`src/hdl/sb2seg_pkg.sv`:
```
// Shared types and constants for the signed binary to seven-segment decoder.
// Holds the BCD cell control word and the digit to segment table; no dependencies.
`default_nettype none

package sb2seg_pkg;

   localparam int DIGIT_BITS = 4;
   localparam int SEG_BITS   = 7;
   localparam int INDEX_BITS = 4;
   localparam int RSP_BITS   = 16;
   localparam int USER_BITS  = 2;

   typedef logic [DIGIT_BITS-1:0] digit_type;
   typedef logic [SEG_BITS-1:0]   seg_type;

   typedef struct packed {
      logic clear;
      logic dabble;
      logic shift_digit;
   } cell_ctrl_type;

   function automatic seg_type seg_of_digit(input digit_type d);
      seg_type s;
      unique case (d)
         4'd0:    s = 7'h3F;
         4'd1:    s = 7'h06;
         4'd2:    s = 7'h5B;
         4'd3:    s = 7'h4F;
         4'd4:    s = 7'h66;
         4'd5:    s = 7'h6D;
         4'd6:    s = 7'h7D;
         4'd7:    s = 7'h07;
         4'd8:    s = 7'h7F;
         4'd9:    s = 7'h6F;
         default: s = '0;
      endcase
      return s;
   endfunction

endpackage

`default_nettype wire

```
`src/hdl/sb2seg_cell.sv`:
```
// One BCD digit cell of the double dabble chain.
// Shifts a bit in from below per conversion step, or a whole digit upward on readout; uses sb2seg_pkg.
`default_nettype none

module sb2seg_cell (
   input  wire logic                      clock,
   input  wire sb2seg_pkg::cell_ctrl_type ctrl,
   input  wire logic                      carry_in,
   input  wire sb2seg_pkg::digit_type     digit_in,
   output      logic                      carry_out,
   output      sb2seg_pkg::digit_type     digit_out
);
   import sb2seg_pkg::*;

   digit_type digit_ff;
   digit_type digit_in_w;
   digit_type adj;

   always_comb begin
      adj = (digit_ff >= 4'd5) ? digit_ff + 4'd3 : digit_ff;
   end

   always_comb begin
      priority if (ctrl.clear) begin
         digit_in_w = '0;
      end else if (ctrl.dabble) begin
         digit_in_w = {adj[2:0], carry_in};
      end else if (ctrl.shift_digit) begin
         digit_in_w = digit_in;
      end else begin
         digit_in_w = digit_ff;
      end
   end

   always_ff @(posedge clock) begin
      digit_ff <= digit_in_w;
   end

   assign carry_out = adj[3];
   assign digit_out = digit_ff;

endmodule

`default_nettype wire

```
`src/hdl/signed_binary_to_seven_segment.sv`:
```
// Top level of the signed binary to seven-segment decoder.
// Instantiates a chain of sb2seg_cell digit cells; uses sb2seg_pkg.
//
// Each request word carries one signed integer; the block answers with one response word per
// significant decimal digit, most significant first, each with its segment pattern and position,
// a minus flag in tuser bit 0 and tlast on the units digit. Zero gives one word with the invalid
// flag (tuser bit 1) set. A word is taken only while the block is free: its magnitude is shifted
// through the chain of BCD cells, after which the digits are read out of the top cell one a
// cycle while the output is not stalled, leading zero cells first being skipped one a cycle, so a
// non-zero item occupies the block through the conversion and the readout of every cell, plus any
// output stall; a zero item skips the conversion. The number of cells is the digit count of
// 2^VALUE_BITS; the chain shifts one bit per cycle and sets the conversion time.
`default_nettype none

module signed_binary_to_seven_segment #(
   parameter int MAX_DIGITS = 10,
   parameter int VALUE_BITS = 32
) (
   input  wire logic                             clock,
   input  wire logic                             reset,
   input  wire logic                             req_tvalid,
   output      logic                             req_tready,
   input  wire logic [((VALUE_BITS+7)/8)*8-1:0]  req_tdata,  // value
   output      logic                             rsp_tvalid,
   input  wire logic                             rsp_tready,
   output      logic [sb2seg_pkg::RSP_BITS-1:0]  rsp_tdata,  // segment_pattern, digit_index
   output      logic [sb2seg_pkg::USER_BITS-1:0] rsp_tuser,  // is_negative, invalid_input
   output      logic                             rsp_tlast   // last_digit
);
   import sb2seg_pkg::*;

   localparam int NUM_CELLS = (VALUE_BITS * 30103) / 100000 + 1;
   localparam int POS_W     = $clog2(NUM_CELLS);
   localparam int BCNT_W    = $clog2(VALUE_BITS);

   localparam logic [1:0] ST_IDLE = 2'd0;
   localparam logic [1:0] ST_CONV = 2'd1;
   localparam logic [1:0] ST_OUT  = 2'd2;

   logic [1:0]            state_ff, state_in;
   logic [VALUE_BITS-1:0] mag_ff, mag_in;
   logic                  neg_ff, neg_in;
   logic                  zero_ff, zero_in;
   logic                  started_ff, started_in;
   logic [BCNT_W-1:0]     bcnt_ff, bcnt_in;
   logic [POS_W-1:0]      pos_ff, pos_in;

   logic                  rsp_valid_ff, rsp_valid_in;
   seg_type               rsp_seg_ff, rsp_seg_in;
   logic [INDEX_BITS-1:0] rsp_idx_ff, rsp_idx_in;
   logic                  rsp_neg_ff, rsp_neg_in;
   logic                  rsp_inv_ff, rsp_inv_in;
   logic                  rsp_last_ff, rsp_last_in;

   cell_ctrl_type         ctrl;
   logic                  carry [NUM_CELLS];
   digit_type             digit [NUM_CELLS];
   digit_type             top_digit;

   logic [VALUE_BITS-1:0] raw;
   logic                  slot_free;
   logic                  skip;
   logic                  emit;
   logic                  accept;

   assign raw       = req_tdata[VALUE_BITS-1:0];
   assign accept    = req_tvalid && req_tready;
   assign slot_free = !rsp_valid_ff || rsp_tready;
   assign top_digit = digit[NUM_CELLS-1];
   assign skip      = (state_ff == ST_OUT) && !zero_ff &&
                      ((!started_ff && top_digit == '0) || (5'(pos_ff) >= 5'(MAX_DIGITS)));
   assign emit      = (state_ff == ST_OUT) && !skip && slot_free;

   always_comb begin
      ctrl.clear       = accept;
      ctrl.dabble      = (state_ff == ST_CONV);
      ctrl.shift_digit = (state_ff == ST_OUT) && !zero_ff && (skip || emit);
   end

   for (genvar i = 0; i < NUM_CELLS; i++) begin : g_cell
      sb2seg_cell u_cell (
         .clock     (clock),
         .ctrl      (ctrl),
         .carry_in  ((i == 0) ? mag_ff[VALUE_BITS-1] : carry[(i == 0) ? 0 : i-1]),
         .digit_in  ((i == 0) ? digit_type'(0) : digit[(i == 0) ? 0 : i-1]),
         .carry_out (carry[i]),
         .digit_out (digit[i])
      );
   end

   always_comb begin
      state_in     = state_ff;
      mag_in       = mag_ff;
      neg_in       = neg_ff;
      zero_in      = zero_ff;
      started_in   = started_ff;
      bcnt_in      = bcnt_ff;
      pos_in       = pos_ff;
      rsp_valid_in = rsp_valid_ff && !rsp_tready;
      rsp_seg_in   = rsp_seg_ff;
      rsp_idx_in   = rsp_idx_ff;
      rsp_neg_in   = rsp_neg_ff;
      rsp_inv_in   = rsp_inv_ff;
      rsp_last_in  = rsp_last_ff;
      unique case (state_ff)
         ST_IDLE: begin
            if (accept) begin
               neg_in     = raw[VALUE_BITS-1];
               mag_in     = raw[VALUE_BITS-1] ? (~raw + 1'b1) : raw;
               zero_in    = (raw == '0);
               bcnt_in    = BCNT_W'(VALUE_BITS - 1);
               pos_in     = POS_W'(NUM_CELLS - 1);
               started_in = 1'b0;
               state_in   = (raw == '0) ? ST_OUT : ST_CONV;
            end
         end
         ST_CONV: begin
            mag_in  = {mag_ff[VALUE_BITS-2:0], 1'b0};
            bcnt_in = bcnt_ff - 1'b1;
            if (bcnt_ff == '0) begin
               state_in = ST_OUT;
            end
         end
         ST_OUT: begin
            if (zero_ff) begin
               if (slot_free) begin
                  rsp_valid_in = 1'b1;
                  rsp_seg_in   = '0;
                  rsp_idx_in   = '0;
                  rsp_neg_in   = 1'b0;
                  rsp_inv_in   = 1'b1;
                  rsp_last_in  = 1'b1;
                  state_in     = ST_IDLE;
               end
            end else if (skip || emit) begin
               pos_in = pos_ff - 1'b1;
               if (top_digit != '0) begin
                  started_in = 1'b1;
               end
               if (emit) begin
                  rsp_valid_in = 1'b1;
                  rsp_seg_in   = seg_of_digit(top_digit);
                  rsp_idx_in   = INDEX_BITS'(pos_ff);
                  rsp_neg_in   = neg_ff;
                  rsp_inv_in   = 1'b0;
                  rsp_last_in  = (pos_ff == '0);
                  if (pos_ff == '0) begin
                     state_in = ST_IDLE;
                  end
               end
            end
         end
         default: begin
            state_in = ST_IDLE;
         end
      endcase
   end

   always_ff @(posedge clock) begin
      if (reset) begin
         state_ff     <= ST_IDLE;
         rsp_valid_ff <= 1'b0;
      end else begin
         state_ff     <= state_in;
         rsp_valid_ff <= rsp_valid_in;
      end
   end

   always_ff @(posedge clock) begin
      mag_ff      <= mag_in;
      neg_ff      <= neg_in;
      zero_ff     <= zero_in;
      started_ff  <= started_in;
      bcnt_ff     <= bcnt_in;
      pos_ff      <= pos_in;
      rsp_seg_ff  <= rsp_seg_in;
      rsp_idx_ff  <= rsp_idx_in;
      rsp_neg_ff  <= rsp_neg_in;
      rsp_inv_ff  <= rsp_inv_in;
      rsp_last_ff <= rsp_last_in;
   end

   assign req_tready = (state_ff == ST_IDLE);
   assign rsp_tvalid = rsp_valid_ff;
   assign rsp_tdata  = {(RSP_BITS - SEG_BITS - INDEX_BITS)'(0), rsp_idx_ff, rsp_seg_ff};
   assign rsp_tuser  = {rsp_inv_ff, rsp_neg_ff};
   assign rsp_tlast  = rsp_last_ff;

   a_invalid_alone: assert property (@(posedge clock) disable iff (reset)
      rsp_valid_ff && rsp_inv_ff |-> rsp_last_ff && rsp_seg_ff == '0 && !rsp_neg_ff)
      else $error("invalid word not a lone blank final word");

   a_last_is_units: assert property (@(posedge clock) disable iff (reset)
      rsp_valid_ff && rsp_last_ff && !rsp_inv_ff |-> rsp_idx_ff == '0)
      else $error("final digit word not at position zero");

   a_busy_after_take: assert property (@(posedge clock) disable iff (reset)
      accept |=> !req_tready)
      else $error("request taken while conversion pending");

endmodule

`default_nettype wire
```
`config.mk`:
```
export PLATFORM = sky130hd
export DESIGN_NAME = signed_binary_to_seven_segment
export DESIGN_NICKNAME = d
export VERILOG_FILES = /design/src/hdl/sb2seg_pkg.sv /design/src/hdl/sb2seg_cell.sv /design/src/hdl/signed_binary_to_seven_segment.sv
export SDC_FILE = /design/constraint.sdc
export NUM_CORES = 1
export LEC_CHECK = 0
export ABC_AREA = 1
export BUFFER_PORTS_ARGS = -buffer_cell sky130_fd_sc_hd__buf_4
export CAP_MARGIN = 5
export CELL_PAD_IN_SITES_DETAIL_PLACEMENT = 1
export CELL_PAD_IN_SITES_GLOBAL_PLACEMENT = 2
export CORE_UTILIZATION = 35
export CTS_BUF_LIST = sky130_fd_sc_hd__clkbuf_2 sky130_fd_sc_hd__clkbuf_4 sky130_fd_sc_hd__clkbuf_8
export CTS_CLUSTER_DIAMETER = 100
export DETAILED_ROUTE_END_ITERATION = 8
export GPL_ROUTABILITY_DRIVEN = 0
export PLACE_DENSITY_LB_ADDON = 0.12
export SLEW_MARGIN = 20
export SYNTH_ARGS = -nofsm -noshare
export SYNTH_HDL_FRONTEND = slang
export SYNTH_SLANG_ARGS = --single-unit
```
`constraint.sdc`:
```
create_clock -name clock -period 3.82 [get_ports clock]
set_input_delay 0.382 -clock clock [delete_from_list [all_inputs] [get_ports clock]]
set_output_delay 0.382 -clock clock [all_outputs]
set_load 0.03 [all_outputs]
```
# Word-level counts from Yosys, hierarchy flattened
# Memories as Yosys holds them, arrays and structs flattened. A register that Yosys moved wholly into a read port is not among the register bits.
# Index checks and enable logic that the tools add are counted.
[op_classes] add_sub_neg=13 order_cmp=11 eq_ne=12 n_mux=79 reduce_logical=33 n_bitwise=1
[op_table] cell="4-bit 2-to-1 mux" count=38
[op_table] cell="32-bit 2-to-1 mux" count=2
[op_table] cell="32-bit one-hot mux with 2 select lines" count=1
[op_table] cell="4-bit by 3-bit >= comparator with 1-bit output, second input constant" count=10
[op_table] cell="4-bit by 2-bit adder with 4-bit output, second input constant" count=9
[op_table] cell="32-bit by 1-bit adder with 32-bit output, second input constant" count=1
[op_table] cell="32-bit zero test" count=1
[op_table] cell="32-bit inverter" count=1
[op_table] cell="7-bit 2-to-1 mux" count=4
[op_table] cell="1-bit 2-to-1 mux" count=20
[op_table] cell="2-bit 2-to-1 mux" count=8
[op_table] cell="2-bit by 1-bit != test with 1-bit output, second input constant" count=5
[op_table] cell="5-bit one-hot mux with 2 select lines" count=1
[op_table] cell="2-bit nonzero test" count=5
[op_table] cell="1-bit logical AND" count=8
[op_table] cell="4-bit zero test" count=2
[op_table] cell="4-bit one-hot mux with 2 select lines" count=1
[op_table] cell="4-bit AND reduction" count=2
[op_table] cell="3-bit by 2-bit != test with 1-bit output, second input constant" count=2
[op_table] cell="3-bit != test, second input constant" count=2
[op_table] cell="2-bit one-hot mux with 3 select lines" count=1
[op_table] cell="6-bit AND reduction" count=1
[op_table] cell="1-bit zero test" count=5
[op_table] cell="5-bit zero test" count=1
[op_table] cell="other kinds (15)" count=18
[totals] n_memories=1 inputBits=36 regBits=101 out_inout_bits=21 rom_bits=112 wordCells=173
[mem_list] name="(no name shown)" words=16 word_bits=7 read_ports=1 rd_ports_with_merged_regs=1 write_ports=0 line_no="sb2seg_pkg.sv:24" source="unique case (d)"

# Logic depth before layout (Yosys ltp)
# Gate-level depths: netlist of run 1.
[logic_depth] ltp_word=13 depth_mapped=19 depth_no_buf=19

# Cells and area by module
# From an unflattened synthesis of run 1, not the netlist that was laid out.
[hier_totals] hier_cells=923 area_unflattened_um2=6804.0
[modules_own_cells] mod="signed_binary_to_seven_segment" instances=1 cells_each=483 area_per_inst_um2=3863.7 seq_area_each_um2=1801.7
[modules_own_cells] mod="sb2seg_cell" instances=10 cells_each=44 area_per_inst_um2=294.0 seq_area_each_um2=80.1

# Least setup slack after synthesis of run 1
# No wires, ideal clock.
[synth_path] path_kind="reg2reg" start="reg state_ff[1]" end="reg bcnt_ff[0], enable pin" path_stages_with_launch=5 setup_ps=395 n_path_buf=1 t_required_ps=3425 setup_slack_ps=1226 arrival_ps=2199 synth_period_minus_slack_ps=2594 cell_sequence="dfxtp_1 nor2_1 nand2_2 clkbuf_1 nand2_1"
[synth_between] elab_chain_cells=4 elab_cells_between_ends=6 cone_classes="eq/ne: 2; reduce/logical: 4"
[synth_rtl] item="start, declared" line_no="signed_binary_to_seven_segment.sv:40" source="logic [1:0] state_ff, state_in;"
[synth_rtl] item="start signal, assigned" line_no="signed_binary_to_seven_segment.sv:164" source="state_ff <= state_in;"
[synth_rtl] item="2-bit zero test (*)" line_no="signed_binary_to_seven_segment.sv:183" source="assign req_tready = (state_ff == ST_IDLE);"
[synth_rtl] item="via req_tready" line_no="signed_binary_to_seven_segment.sv:22" source="output logic req_tready,"
[synth_rtl] item="1-bit logical AND" line_no="signed_binary_to_seven_segment.sv:67" source="assign accept = req_tvalid && req_tready;"
[synth_rtl] item="2-bit by 1-bit != test with 1-bit output (no line)"
[synth_rtl] item="2-bit AND reduction (no line) (*)"
[synth_rtl] item="end signal, assigned" line_no="signed_binary_to_seven_segment.sv:174" source="bcnt_ff <= bcnt_in;"
[synth_rtl] item="end, declared" line_no="signed_binary_to_seven_segment.sv:45" source="logic [BCNT_W-1:0] bcnt_ff, bcnt_in;"
# The timed path passes the listed nets; every way through them passes the cells marked *.
# A chain may end at the register's enable or synchronous reset.

==> results of run 1 <==
[state kept, by name, summed over array words and instances, names as in the netlist, named ones only]
register and count:
bcnt_ff 5, rsp_inv_ff 1, rsp_seg_ff 7, g_cell.u_cell.digit_out 40, started_ff 1, pos_ff 4, rsp_idx_ff 4, rsp_tlast 1
rsp_neg_ff 1, rsp_tvalid 1, neg_ff 1, state_ff 2, zero_ff 1, mag_ff 32
[final cells by class]
type	instances	area share
tap	229	0.03915
inverter	107	0.05556
clock inverter	6	0.007521
multi-input combinational	621	0.4477
timing repair buffer	56	0.05744
sequential	108	0.3747
clock buffer	10	0.01795
[how the worst max path moves through the flow]
stage	start	endpoint	slack, ns	cells after the start
after floorplan	state_ff[1]	bcnt_ff[0]	1.23	4
after global placement	pos_ff[0]	flip-flop	1.50	18
after detailed placement	pos_ff[0]	flip-flop	1.29	18
after CTS	pos_ff[0]	flip-flop	1.26	18
after global routing	pos_ff[0]	flip-flop	0.97	18
final	pos_ff[0]	flip-flop	1.32	18
[kinds of logic after synthesis]
kind of cell | after synthesis | share of synthesized area
simple gates | 377 | 0.2515
other cells | 1 | 0.0005667
compound gates | 182 | 0.1479
fa+ha+maj | 31 | 0.05861
buf+inv | 144 | 0.09264
flops | 108 | 0.4144
xor+xnor | 26 | 0.03441
[power by group]
| group | leakage (nW) | internal, mW | total [mW] | switching, mW |
|---|---|---|---|---|
| clock network | 0.0904 | 0.258 | 0.695 | 0.437 |
| registers | 0.956 | 1.48 | 1.62 | 0.142 |
| logic | 2.09 | 0.371 | 1.09 | 0.715 |
[stage by stage]
step	power [mW]	utilization
floorplan	2.428	-
global placement	2.686	0.3904
detailed placement	2.740	0.3904
CTS	3.450	0.4006
global route	3.675	0.4006
finish	3.398	0.4006
[synth_stat cells, types with 9 or more instances]
| cell | instances | area, µm² |
|---|---|---|
| xor2_1 | 24 | 210.2 |
| edfxtp_1 | 58 | 1742 |
| buf_4 | 9 | 67.56 |
| buf_2 | 14 | 70.07 |
| nand2_1 | 191 | 716.9 |
| dfxtp_1 | 50 | 1001 |
| o21ai_0 | 105 | 525.5 |
| nand4_1 | 10 | 62.56 |
| nor2_1 | 71 | 266.5 |
| clkbuf_1 | 10 | 37.54 |
| a31oi_1 | 14 | 87.58 |
| ha_1 | 31 | 387.9 |
| nand3_1 | 70 | 350.3 |
| or2_2 | 11 | 68.82 |
| a21oi_1 | 47 | 235.2 |
| inv_1 | 105 | 394.1 |
[routing by layer]
layer	track usage	up-vias	part of all wire
met5	0	-	0
met4	0.05789	0	0.012
met3	0.01893	10	0.016
met2	0.3250	49	0.49
met1	0.2240	2720	0.48
li1	-	2922	-
[critical path, stage by stage, from the launching register on]
cell and delay (ns):
edfxtp_1 0.38, inv_1 0.09, ha_1 0.21, inv_1 0.07, nand2_1 0.06, nand2_1 0.08, nand3_1 0.12, nand2_4 0.15
nand2_8 0.15, nand2_1 0.11, nand2_1 0.06, nand2_1 0.18, inv_1 0.11, ha_1 0.30, inv_1 0.05, nand4_1 0.11
nand2_1 0.10, nand2_1 0.05, nand2_1 0.07
==> key figures, run 1 <==
GRT
  • First-pass GRT wire length: 28550 µm
  • Global route overflow: 0
  • Vias in the first global route: 5992
  • Global Route Usage Sum: 0.1802
  • Number of antenna violations at the first check in global routing: 0
  • Pin count of the biggest net entering global routing: 81

Critical path
  • Reg2Reg Setup Slack: 1.32 ns
  • CP startpoint kind: flip-flop
  • WS Path Type: reg -> reg
  • FF-to-FF path depth: 18
  • CP Data Arrival Time: around 2.8 ns
  • Setup crit end kind: flip-flop
  • Worst-path fanout max: 28
  • Worst r2r src: pos_ff[0]
  • Data required time of the worst path: 4.16 ns

Power and ir drop
  • Worst vdd ir: 0.0001707 V
  • Lkg Pwr: roughly 3.1 nW
  • PD cells: about 460 nW/µm²

STA
  • Max-slew violations: 0
  • Final setup fails: 0
  • Final Hold Vio Count: 0
  • Fmax: 399.7 MHz
  • Rel. slew slack: 0.4798
  • TNS Setup: 0 ns
  • Final Critical Period: ~2.5 ns
  • Skew final: 0.01640 ns
  • Worst Max-Slew Pin Slew: 0.7802 ns
  • Final worst slack: between 1 and 1.5 ns
  • Final hold slack: 0.1563 ns
  • RSZ-0062 raised after global routing: no
  • Final Cycle Share: 0.6549

Clock tree
  • CTS sink cnt: 108
  • Maximum clock insertion buffer count: 2
  • Num CTS Buffers: 9
  • CTS Hold Bufs: 0
  • Clock-pin slew on the worst setup and hold paths: approximately 0.12 ns
  • H-tree depth: 3
  • CTS tree: yes
  • Post-CTS Resized: 0
  • CTS root buf: clkbuf_8
  • Post-CTS Setup Inserts: 0
  • Clock Latency Late Sink: 0.38 ns

Yosys
  • Cells after Synth: 869
  • Ys flop type: edfxtp_1
  • Mapped Area: 6618 µm²
  • Synth cell types: 41
  • Avg Synthesized Cell Area: 7.615 µm²
  • Share of flip-flops with an asynchronous set or reset: 0
  • Post-synthesis sequential area ratio: 0.4144
  • Ys Warns: 0
  • Post-synth EDFFs: 58
  • FF+latch count, synth: approximately 110

Min path
  • HP Start: reset
  • Hold depth: 2
  • Hold Crit Endpoint: state_ff[0]
  • Hold crit path type: in -> reg

Placed design
  • DP HPWL: around 12000 µm
  • Dpl cells: 1121
  • Placed Area: 7133 µm²
  • Setup WS pre-CTS: 1.292 ns
  • Buffers on Ports: 51

Floorplan
  • Initial cell density of the core: 0.3622
  • Core Footprint: 18270 µm²
  • Rows: just under 50
  • Die Span Y: 139.5 µm
  • I/O pin total: 57
  • Die X: 139.5 µm
  • Die area: 19460 µm²

Route
  • DRT Wirelength: 16700 µm
  • Wire per inst: 14.69 µm
  • Vias: 5701
  • Routed Antenna Nets: 0
  • DRC errors left: 0
  • Initial DRC count: 236
  • Vias per cell: 5.014
  • DR pass1 iterations: 4

Final layout
  • N_diodes: 0
  • Multi-input gate area: 3277 µm²
  • Register area: 2743 µm²
  • Design area: about 7300 µm²
  • Finished Layout Cells: between 1000 and 1500
  • Most frequent cells in the layout: nand2_1 (191), inv_1 (105), o21ai_0 (105)
  • Layout cells sized above 1: 0.1134
  • P&R area growth vs syn: 10.61%
  • Leading cell type in the layout, fill and taps excluded: nand2_1
  • Filler Cells Inserted: roughly 2300
  • NumNets Final: 970

Outcome
  • Outcome: finished, final reports clean

Job
  • Max-Cap Viols: 0
(Power assumes the default switching activity.)
==> run 2, diff against run 1 <==
CORE_UTILIZATION = 33   (was 35)
clock period = 2.2 ns   (was 3.82 ns; I/O delays follow)
==> run 2 against run 1 <==
Register-to-register slack lost 1.2 ns. Utilization shrank 0.87 points. Sequential power grew 73%. Worst hold slack lost 0.040 ns. Critical path type unchanged. Worst setup slack lost 1.2 ns. Flip-flop and latch count is the same.
==> key figures, run 2 (synthesis gave the netlist of run 1 again) <==
GRT
  • Pin count of the biggest net entering global routing: 75 (-7.4%)
  • Global route overflow: 0 (unchanged)
  • Number of antenna violations at the first check in global routing: 0 (unchanged)
  • Vias in the first global route: 6040 (+0.80%)
  • Global Route Usage Sum: 0.1761 (-0.004148)
  • First-pass GRT wire length: 29000 µm (+1.6%)

Placed design
  • DP HPWL: 12820 µm (+5.9%)
  • Dpl cells: 1173 (+4.6%)
  • Placed Area: 7341 µm² (+2.9%)
  • Buffers on Ports: 51 (unchanged)

Final layout
  • Final core utilization: 0.3920 (-0.008665)
  • Layout cells sized above 1: 0.1611 (+0.04768)
  • Design area: 7679 µm² (+4.9%)
  • N_diodes: 0 (unchanged)
  • NumNets Final: 993 (+2.4%)
  • P&R area growth vs syn: 16.03%
  • Register area: 2748 µm² (+0.18%)
  • Multi-input gate area: 3337 µm² (+1.8%)
  • Most frequent cells in the layout: nand2_1 (181), o21ai_0 (105), inv_1 (102)
  • Filler Cells Inserted: 2405 (+5.3%)
  • Max reg flops: 40 (unchanged)
  • Leading cell type in the layout, fill and taps excluded: nand2_1
  • Finished Layout Cells: 1196 (+5.2%)

STA
  • Final Cycle Share: 0.9361 (+0.2813)
  • Max-slew violations: 0 (unchanged)
  • Worst Max-Slew Pin Slew: 0.7318 ns (-0.04841 ns)
  • TNS Setup: 0 ns (unchanged)
  • Final Critical Period: 2.060 ns (-0.4421 ns)
  • Final hold slack: 0.1160 ns (-0.04026 ns)
  • Final setup fails: 0 (unchanged)
  • Skew final: 0.01978 ns (+0.003374 ns)
  • Fmax: 485.6 MHz (+21%)
  • Rel. slew slack: 0.5121 (+0.03227)
  • Final Hold Vio Count: 0 (unchanged)

Floorplan
  • I/O pin total: 57 (unchanged)
  • Rows: 51 (+4.1%)
  • Core Footprint: 19590 µm² (+7.2%)
  • Die Span Y: 143.6 µm (+2.9%)
  • Die X: 143.6 µm (+2.9%)
  • Initial cell density of the core: 0.3378 (-0.02441)
  • Die area: 20620 µm² (+6.0%)

Power and ir drop
  • Worst vdd ir: 0.0002930 V (+72%)
  • PD cells: 809.7 nW/µm² (+74%)
  • Lkg Pwr: 3.292 nW (+5.1%)

Clock tree
  • Num CTS Buffers: 9 (unchanged)
  • CTS tree: yes
  • Clock-pin slew on the worst setup and hold paths: 0.12 ns (about the same)
  • CTS sink cnt: 108 (unchanged)
  • Clock Latency Late Sink: 0.39 ns (about the same)
  • H-tree depth: 3 (unchanged)
  • Maximum clock insertion buffer count: 2 (unchanged)
  • CTS root buf: clkbuf_8

Critical path
  • Cell-by-cell trace of the critical path: ha_2 > inv_1 > nand2_1 > nand2_2 > nand3_2 > nand2_4 > nand3_1 > nand2_2 > nand2_4 > ha_1 > inv_1 > nand4_1 > nand2_1 > nand2_1
  • Data required time of the worst path: 2.49 ns (-1.67 ns)
  • Worst-path fanout max: 6 (-79%)
  • CP bufs+invs: 2 (-2)
  • CP delay by family, top: simple AND/OR/NAND/NOR gates
  • CP Data Arrival Time: 2.35 ns (-0.49 ns)
  • Most Frequent Cell on Critical Path: nand2_1
  • WS Path Type: reg -> reg
  • Slowest cell on crit path: edfxtp_1
  • CP startpoint kind: flip-flop
  • Crit path largest cell delay: 0.45 ns (+0.07 ns)
  • Setup crit end kind: flip-flop

Job
  • Max-Cap Viols: 0 (unchanged)

Route
  • Vias per cell: 4.916 (-1.9%)
  • Vias: 5880 (+3.1%)
  • Wire per inst: 14.66 µm (-0.16%)
  • DRC errors left: 0 (unchanged)
  • Initial DRC count: 231 (-2.1%)
  • DR pass1 iterations: 4 (unchanged)
  • Routed Antenna Nets: 0 (unchanged)
  • DRT Wirelength: 17540 µm (+5.0%)

Min path
  • Hold crit path type: in -> reg

Outcome
  • Outcome: finished, final reports clean
## run 2: changes by cell type in the layout (fill, tap and decap cells not counted), moves of 4 or more
cell and change:
nand3_2 +4, nand2_2 +9, buf_4 +18, nand2_1 -10
nand3_1 -4, dfxtp_2 +4, dfxtp_1 -4
## run 2: area by class of cell
class                      count  share of cell area
clock inverter                 7             0.01238
inverter                     107             0.05296
tap                          265             0.04318
sequential                   108              0.3578
timing repair buffer          79             0.08294
multi-input combinational    621              0.4346
clock buffer                   9             0.01613
## run 2: path summary, 6_finish.rpt
path,start,to,slack (ns),cells after the start
min reg2reg,g_cell[0].u_cell.digit_out[3],g_cell[0].u_cell.digit_out[3],0.48,2
max,pos_ff[1],flip-flop,0.14,14
min,rsp_tready,rsp_tvalid,0.12,4
max reg2reg,pos_ff[1],flip-flop,0.14,14
## run 2: report_power, final
group	internal [mW]	switching, mW	total (mW)
clock network	0.561	0.791	1.35
registers	2.56	0.234	2.80
logic	0.743	1.32	2.07
total	3.87	2.35	6.22
## run 2: routing by layer
| layer | vias up | wire length (µm) | global-route usage |
|---|---|---|---|
| met4 | 0 | 120 | 0.03863 |
| met3 | 6 | 281 | 0.02532 |
| met5 | - | 0 | 0 |
| met1 | 2855 | 8270 | 0.2177 |
| met2 | 45 | 8865 | 0.3212 |
| li1 | 2974 | - | - |
## run 2: tightest hold or removal path: cells and delay by family
family	cells	cell delay, ns
buffers and inverters	2	0.12
AOI/OAI and AO/OA	1	0.07
and+or+nand+nor	1	0.06
## run 2: stage by stage
| step | power [mW] | setup WS [ns] |
|---|---|---|
| 6_report | 6.217 | 0.1405 |
| 5_1_grt | 6.708 | -0.01947 |
| 4_1_cts | 6.238 | 0.03311 |
| 3_5_place_dp | 4.861 | 0.05594 |
| 3_3_place_gp | 4.747 | 0.1699 |
| 2_1_floorplan | 4.217 | 0.1088 |
## run 2: timing repair
action	4_1_cts	5_1_grt
resized for setup	0	25
hold endpoints to repair	1	0
endpoints found under the setup margin	0	7
buffers inserted	0	6
hold buffers	1	0
